===== src/sv/chkv_pkg.sv =====
// ----------------------------------------------------------------------------
// chkv_pkg
// Shared types and constants of the chained hash key-value store.
// ----------------------------------------------------------------------------
package chkv_pkg;

    localparam int NUM_BUCKETS_DEF = 10007;
    localparam int CHAIN_DEPTH_DEF = 4;
    localparam int KEY_W = 94;
    localparam int BAL_W = 32;
    localparam int ENTRY_W = KEY_W + BAL_W;
    localparam int HASH_W = 21;
    localparam int TOTAL_W = 16;

    localparam logic [1:0] CMD_CREATE = 2'd0;
    localparam logic [1:0] CMD_ADD    = 2'd1;
    localparam logic [1:0] CMD_LOOKUP = 2'd2;
    localparam logic [1:0] CMD_DELETE = 2'd3;

    localparam logic [1:0] ST_OK       = 2'd0;
    localparam logic [1:0] ST_NOTFOUND = 2'd1;
    localparam logic [1:0] ST_FULL     = 2'd2;

    typedef struct packed {
        logic [27:0] letters;
        logic [9:0]  dig_c;
        logic [9:0]  dig_d;
        logic [3:0]  ten;
        logic [7:0]  sep;
        logic [16:0] dig_b;
        logic [16:0] dig_a;
    } key_t;

    typedef struct packed {
        key_t        key;
        logic [31:0] bal;
    } entry_t;

    function automatic logic [31:0] sat_add(input logic [31:0] a, input logic [31:0] b);
        logic [32:0] s;
        begin
            s = {a[31], a} + {b[31], b};
            if (s[32] != s[31]) begin
                sat_add = s[32] ? 32'h8000_0000 : 32'h7FFF_FFFF;
            end else begin
                sat_add = s[31:0];
            end
        end
    endfunction

endpackage


===== src/sv/chkv_hash.sv =====
// ----------------------------------------------------------------------------
// chkv_hash
// Bucket index: weighted sum of key fields (always below 2^21), reduced modulo
// NUM_BUCKETS by reciprocal multiplication and one correcting subtract.
// ----------------------------------------------------------------------------
module chkv_hash #(
    parameter int NUM_BUCKETS = chkv_pkg::NUM_BUCKETS_DEF,
    parameter int BKT_W = $clog2(NUM_BUCKETS)
) (
    input  logic               aclk,
    input  logic               aresetn,
    input  logic               start,
    input  chkv_pkg::key_t     key,
    output logic               done,
    output logic [BKT_W-1:0]   bucket
);
    import chkv_pkg::*;

    localparam logic [HASH_W-1:0] MODV  = HASH_W'(NUM_BUCKETS);
    localparam logic [HASH_W-1:0] RECIP = HASH_W'((2 ** HASH_W) / NUM_BUCKETS);

    logic [HASH_W-1:0]   sq0_reg, sq1_reg, sq2_reg, sq3_reg, lin_reg;
    logic [HASH_W-1:0]   sum_reg, keep_reg, rem_reg;
    logic [2*HASH_W-1:0] prod_reg;
    logic [BKT_W-1:0]    bucket_reg;
    logic                load_reg, mul_reg, sub_reg, fix_reg, done_reg;
    logic [6:0]          l0, l1, l2, l3;
    logic [HASH_W-1:0]   quot, rem_fix;

    assign l0 = key.letters[27:21];
    assign l1 = key.letters[20:14];
    assign l2 = key.letters[13:7];
    assign l3 = key.letters[6:0];

    assign quot    = prod_reg[2*HASH_W-1:HASH_W];
    assign rem_fix = (rem_reg >= MODV) ? rem_reg - MODV : rem_reg;

    always_ff @(posedge aclk) begin
        if (start) begin
            sq0_reg <= HASH_W'(11 * l0 * l0);
            sq1_reg <= HASH_W'(13 * l1 * l1);
            sq2_reg <= HASH_W'(17 * l2 * l2);
            sq3_reg <= HASH_W'(19 * l3 * l3);
            lin_reg <= HASH_W'(2 * key.dig_a) + HASH_W'(3 * key.dig_b)
                     + HASH_W'(5 * key.dig_c) + HASH_W'(7 * key.dig_d);
        end
        if (load_reg) begin
            sum_reg <= lin_reg + sq0_reg + sq1_reg + sq2_reg + sq3_reg;
        end
        if (mul_reg) begin
            prod_reg <= (2*HASH_W)'(sum_reg) * (2*HASH_W)'(RECIP);
            keep_reg <= sum_reg;
        end
        if (sub_reg) begin
            rem_reg <= keep_reg - quot * MODV;
        end
        if (fix_reg) begin
            bucket_reg <= BKT_W'(rem_fix);
        end
    end

    always_ff @(posedge aclk) begin
        if (!aresetn) begin
            load_reg <= 1'b0;
            mul_reg  <= 1'b0;
            sub_reg  <= 1'b0;
            fix_reg  <= 1'b0;
            done_reg <= 1'b0;
        end else begin
            load_reg <= start;
            mul_reg  <= load_reg;
            sub_reg  <= mul_reg;
            fix_reg  <= sub_reg;
            done_reg <= fix_reg;
        end
    end

    assign done   = done_reg;
    assign bucket = bucket_reg;

endmodule


===== config.mk =====
export PLATFORM = sky130hd
export DESIGN_NAME = chkv_hash
export DESIGN_NICKNAME = d
export VERILOG_FILES = /design/src/sv/chkv_pkg.sv /design/src/sv/chkv_hash.sv
export SDC_FILE = /design/constraint.sdc
export NUM_CORES = 1
export LEC_CHECK = 0
export BUFFER_PORTS_ARGS = -buffer_cell sky130_fd_sc_hd__buf_2
export CAP_MARGIN = 40
export CORE_UTILIZATION = 45
export CTS_CLUSTER_DIAMETER = 30
export DETAILED_ROUTE_END_ITERATION = 12
export HOLD_SLACK_MARGIN = 0.08
export PLACE_DENSITY = 0.66
export SYNTH_ARGS = -nofsm -noshare
export SYNTH_HDL_FRONTEND = slang
export SYNTH_SLANG_ARGS = --single-unit

===== constraint.sdc =====
create_clock -name aclk -period 7 [get_ports aclk]
set_input_delay 0.35 -clock aclk [delete_from_list [all_inputs] [get_ports aclk]]
set_output_delay 0.35 -clock aclk [all_outputs]
set_load 0.02 [all_outputs]

* After elaboration in Yosys (flattened, before gate mapping) *
Cells that the tools add are included.

storage, ports and cells
  input bits = 97
  flip-flop bits (word level) = 206
  word-level logic and storage cells = 39

cells by class
  add/subtract/negate cells = 9
  $lt $le $gt $ge = 1
  multiply operators = 13
  muxes and demuxes = 1

operators with widths
  operator                  count
  $add A21 B18 Y21          2
  $add A21 B19 Y21          2
  $mul A12 B7 Y19           2
  $mul A11 B7 Y18           2
  $mul A21 B8 Y29 const B   1
  $mul A3 B10 Y13 const A   2
  $mul A5 B7 Y12 const A    2
  $mul A4 B7 Y11 const A    2
  $add A20 B13 Y21          1
  $add A21 B13 Y21          1
  $ge A21 B14 Y1 const B    1
  $mul A8 B14 Y21 const B   1
  $sub A21 B21 Y21          1
  $add A18 B19 Y20          1
  $mul A2 B17 Y19 const A   1
  $mux W14                  1
  $sub A14 B14 Y14 const B  1

* Longest topological paths before layout *
  depth in word-level cells = 4
  depth in mapped cells = 27
  depth with buffers taken out = 27

* Least setup slack after synthesis *
OpenSTA, ideal clock, no wires.

  path kind = input-to-reg
  start point = in key[67] in the netlist's numbering
  end point = reg sq3_reg[17], data pin
  slack = 973 ps
  library setup time = 261 ps
  arrival time = 5766 ps
  stages = 23
  data required time = 6739 ps
  buffers on the path = 0
  path through = ha_1 > fa_1 > ha_1 > o21ai_1 > a21boi_1 > o21a_1 > nor2_1 > xnor2_1 > and2_1 > fa_1 > inv_1 > fa_1 > fa_1 > inv_1 > fa_1 > ha_1 > a21o_1 > a21oi_1 > o31ai_2 > a21o_1 > a22o_2 > o41ai_4 > xnor2_1

on the way
  cells in the longest elaborated chain, start to end = 2

ends and longest elaborated chain
  element               line             RTL
  start, declared       chkv_hash.sv:13  input chkv_pkg::key_t key,
  $mul A5 B7 Y12        chkv_hash.sv:43  sq3_reg <= HASH_W'(19 * l3 * l3);
  $mul A12 B7 Y19 *     chkv_hash.sv:43
  end signal, assigned  chkv_hash.sv:43
  end, declared         chkv_hash.sv:22  logic [HASH_W-1:0] sq0_reg, sq1_reg, sq2_reg, sq3_reg, lin_reg;

Mark *: on every way between the ends. The rest lies on a longest branch, timed or not.
A chain may end at the register's enable or synchronous reset.

* Worst setup path in the final report *
  start point = in key[81] in the netlist's numbering
  end point = reg sq1_reg[17], data pin

on the way
  cells in the longest elaborated chain, start to end = 2

ends and longest elaborated chain
  element               line             RTL
  $mul A4 B7 Y11        chkv_hash.sv:41  sq1_reg <= HASH_W'(13 * l1 * l1);
  $mul A11 B7 Y18 *     chkv_hash.sv:41
  end signal, assigned  chkv_hash.sv:41
  end, declared         chkv_hash.sv:22

Marked as above.

==> impl_summary.txt <==
----------------------------------------------------
[Synthesis]
  Count of flip-flops with a built-in enable after synthesis ... 178
  Synth async-reset ratio ... 0%
  Cell area after technology mapping ... 26870 sq um
  Share of synthesized area spent on multiplexers ... 0.1211%
  Distinct cell type count of the synthesized netlist ... 74
  Simple-gate portion of the synthesized area ... 9.648%
  Sequential area share after synthesis ... 20.27%
  Most common flop cell mapped by yosys ... sky130_fd_sc_hd__edfxtp_1
  Adder-cell share of the synthesized area ... 48.61%
  Largest family of logic cells by synthesized area ... adder cells
  Total number of yosys warnings ... 0
  Per-instance average area after synthesis ... 10.42 sq um
  Nets in the synthesized netlist ... 3488
  Complex-gate fraction of the synthesized area ... 8.512%
  Cells after Synth ... 2578
  Yosys reg bits ... 183
  Xor/xnor share of the synthesized area ... 4.726%

[Worst setup path]
  Critical path required time ... 7200 ps
  Highest-delay cell along the critical path ... sky130_fd_sc_hd__fa_1
  Arrival time reported for the critical path endpoint ... 6500 ps
  Worst setup startpoint ... key[81]
  Worst-path fanout max ... 16
  Terminus of the critical flop-to-flop path ... rem_reg[17]$_DFFE_PP_
  Launch instance of the worst register-to-register path ... prod_reg[27]$_DFFE_PP_
  Critical path endpoint ... sq1_reg[17]$_DFFE_PP_
  Nature of the critical path startpoint ... input port
  Most numerous cell on the critical path ... sky130_fd_sc_hd__fa_1
  Cell Chain, Critical Path ... buf_2, ha_1, fa_1, ha_1, a21o_1, a21oi_1, o21bai_1, a21oi_1, xnor2_1, and2_1, fa_1, fa_1, fa_1, inv_1, fa_1, inv_1, ha_1, a21o_1, a21oi_1, o221ai_1, a21oi_1, o21ai_1, a31oi_1, xnor2_1
  Kind of end point of the critical path ... register
  Register-to-Register Setup Slack ... 2430 ps
  Setup Crit Path Kind ... in2reg
  Peak per-stage delay on the critical path ... 510 ps
  Cells on worst reg2reg path ... 13

[Final layout]
  Non-filler instance count after layout ... 3466
  Layout cell share with drive strength beyond 1 ... 5.684%
  Number of nets in the layout ... 3589
  Filler cells ... 5347
  Synthesis-to-layout area growth ... 7.544%

[Drt]
  Total Wirelength ... 52740 microns
  Initial drt markers ... 628
  Total number of vias ... 17590
  Via/cell ratio ... 5.075
  Detailed-routing iteration count for the pre-antenna-repair pass ... 5
  Number of nets with antenna violations after routing ... 0
  # DRC ... 0
  Post-detailed-route wirelength per cell ... 15.22 microns

[GRT]
  Wire length of the first global-routing pass ... 92490 microns
  Initial antenna violation count ... 0
  Largest net degree at the start of global routing ... 67
  Grt total ovfl ... 0
  Number of global-route vias before repair ... 19430
  Global-route usage over all layers ... 18.73%

[Placed design]
  Worst slack at placement ... 233.9 ps
  Number of buffers inserted by port buffering ... 99
  Final weighted congestion of routability-driven global placement ... 0.8933
  Detailed placer's ending HPWL ... 44590 microns
  Number of placed instances, taps included ... 3431

[Timing]
  Worst clock skew ... 8.312 ps
  Worst setup slack after layout ... 704.9 ps
  Transition time at the pin with the least slew margin ... 874.5 ps
  Final setup violation count ... 0
  Worst rel slew slack ... 41.70%
  Unrepaired setup endpoints after global routing ... false
  Worst hold margin ... 205.4 ps
  Max Slew Vio Count ... 0
  Min Tclk post-route ... 6295 ps
  Highest Clock Rate ... 0.1589 GHz
  Fin crit share ... 89.93%
  Final hold vios ... 0
  Setup TNS ... 0 ps

[CTS]
  CTS root buffer ... sky130_fd_sc_hd__clkbuf_16
  CTS Buf Count ... 17
  Resize count post-CTS ... 0
  Number of sinks handled by clock tree synthesis ... 183
  Buffers inserted during post-CTS setup optimization ... 0
  Clock Latency Late Sink ... 460 ps
  Largest buffer count on any clock path ... 2
  Hold buffers post-CTS ... 0
  Clock-pin slew reported for the worst setup and hold paths after clock tree synthesis ... 80 ps
  Clock tree from TritonCTS ... done
  Maximum level of the CTS H-tree ... 4

[Die]
  Top-Level Pins ... 112
  X dimension of the die ... 246.4 microns
  Placement Rows ... 89
  Die extent in y ... 246.4 microns
  CORE AREA ... 59020 sq um
  Die outline area ... 60690 sq um
  Initial Utilization ... 45.53%

[Hold path]
  HP Class ... in2reg

[Run status]
  Outcome ... finished clean

[Flow run]
  Count of maximum capacitance violations ... 0

----------------------------------------------------
## worst min path at each step
| stage | from | end | slack, ps | cells after the start |
|---|---|---|---|---|
| after floorplan | key[87] | sq0_reg[0]$_DFFE_PP_ | 450 | 0 |
| after global placement | sum_reg[0]$_DFFE_PP_ | keep_reg[0]$_DFFE_PP_ | 540 | 0 |
| after detailed placement | sum_reg[1]$_DFFE_PP_ | keep_reg[1]$_DFFE_PP_ | 550 | 0 |
| after CTS | aresetn | mul_reg$_SDFF_PN0_ | 190 | 2 |
| after global routing | aresetn | mul_reg$_SDFF_PN0_ | 210 | 2 |
| final | aresetn | mul_reg$_SDFF_PN0_ | 210 | 2 |
## metal layers
metal	vias to the layer above	track usage (%)	wire length (microns)
met5	-	0	0
met4	0	4.938	1024
met3	55	1.732	987
met2	226	35.18	28110
met1	8764	22.69	22610
li1	8544	-	-
## per-stage QoR
stage	utilization (%)	instance area (sq um)
floorplan	-	26870
global placement	47.94	28290
detailed placement	47.94	28290
CTS	48.91	28860
global route	48.96	28890
finish	48.96	28900
## worst max-delay path: cells and delay by family
family	cells	cell delay, ps
adders and majority gates	8	3360
and+or+nand+nor	1	230
xor gates and xnor gates	2	390
buffers and inverters	3	380
AOI/OAI and AO/OA	10	1740
## cell usage after synthesis (all sizes together), types with 16 or more instances
cell type,instances,area (sq um)
o21bai,20,150.1
fa,385,7707
nand2b,49,306.5
xnor2,101,884.6
o21a,21,157.7
nor2,76,285.3
edfxtp,178,5345
ha,428,5355
a21o,48,361.6
nor2b,24,150.1
clkbuf,26,97.59
inv,551,2068
xor2,44,385.4
o21ai,61,305.3
nor3,23,115.1
nand3,16,80.08
and2,141,882.1
nand2,143,536.8
a21oi,107,535.5
## kinds of logic after synthesis
group / Yosys count
muxes: 3
other: 1
AOI/OAI and AO/OA: 346
DFF: 183
buffers and inverters: 579
and+or+nand+nor: 508
xor gates and xnor gates: 145
adders and majority gates: 813
## final cells by class
type / instances / area, sq um / area share, %
Tap cell: 773 / 967.2 / 3.347
Antenna cell: 1 / 2.502 / 0.008660
Clock buffer: 17 / 425.4 / 1.472
Multi-Input combinational cell: 1816 / 19250 / 66.61
Inverter: 551 / 2068 / 7.157
Sequential cell: 183 / 5445 / 18.84
Clock inverter: 15 / 143.9 / 0.4979
Timing Repair Buffer: 110 / 595.6 / 2.061
## layout by cell type (no fill, tap or decap), types with 6 or more instances in the layout
| cell | count |
|---|---|
| sky130_fd_sc_hd__or3_1 | 7 |
| sky130_fd_sc_hd__nand2b_1 | 49 |
| sky130_fd_sc_hd__and2_1 | 141 |
| sky130_fd_sc_hd__a211oi_1 | 13 |
| sky130_fd_sc_hd__o21bai_1 | 20 |
| sky130_fd_sc_hd__nand3_1 | 16 |
| sky130_fd_sc_hd__a31oi_1 | 9 |
| sky130_fd_sc_hd__edfxtp_1 | 178 |
| sky130_fd_sc_hd__a21oi_1 | 107 |
| sky130_fd_sc_hd__nor3_1 | 23 |
| sky130_fd_sc_hd__buf_4 | 10 |
| sky130_fd_sc_hd__o21a_1 | 21 |
| sky130_fd_sc_hd__fa_1 | 385 |
| sky130_fd_sc_hd__o31ai_1 | 9 |
| sky130_fd_sc_hd__clkbuf_16 | 17 |
| sky130_fd_sc_hd__inv_1 | 549 |
| sky130_fd_sc_hd__nand2_1 | 143 |
| sky130_fd_sc_hd__xor2_1 | 44 |
| sky130_fd_sc_hd__nor2_1 | 76 |
| sky130_fd_sc_hd__ha_1 | 428 |
| sky130_fd_sc_hd__a21o_1 | 47 |
| sky130_fd_sc_hd__nand4_1 | 6 |
| sky130_fd_sc_hd__and3_1 | 7 |
| sky130_fd_sc_hd__buf_2 | 98 |
| sky130_fd_sc_hd__o21ai_1 | 33 |
| sky130_fd_sc_hd__xnor2_1 | 101 |
| sky130_fd_sc_hd__nor2b_1 | 24 |
| sky130_fd_sc_hd__o21ai_0 | 28 |
Power is not shown: default switching activity piles up to over one toggle a cycle in this logic, so the estimate is an artifact.
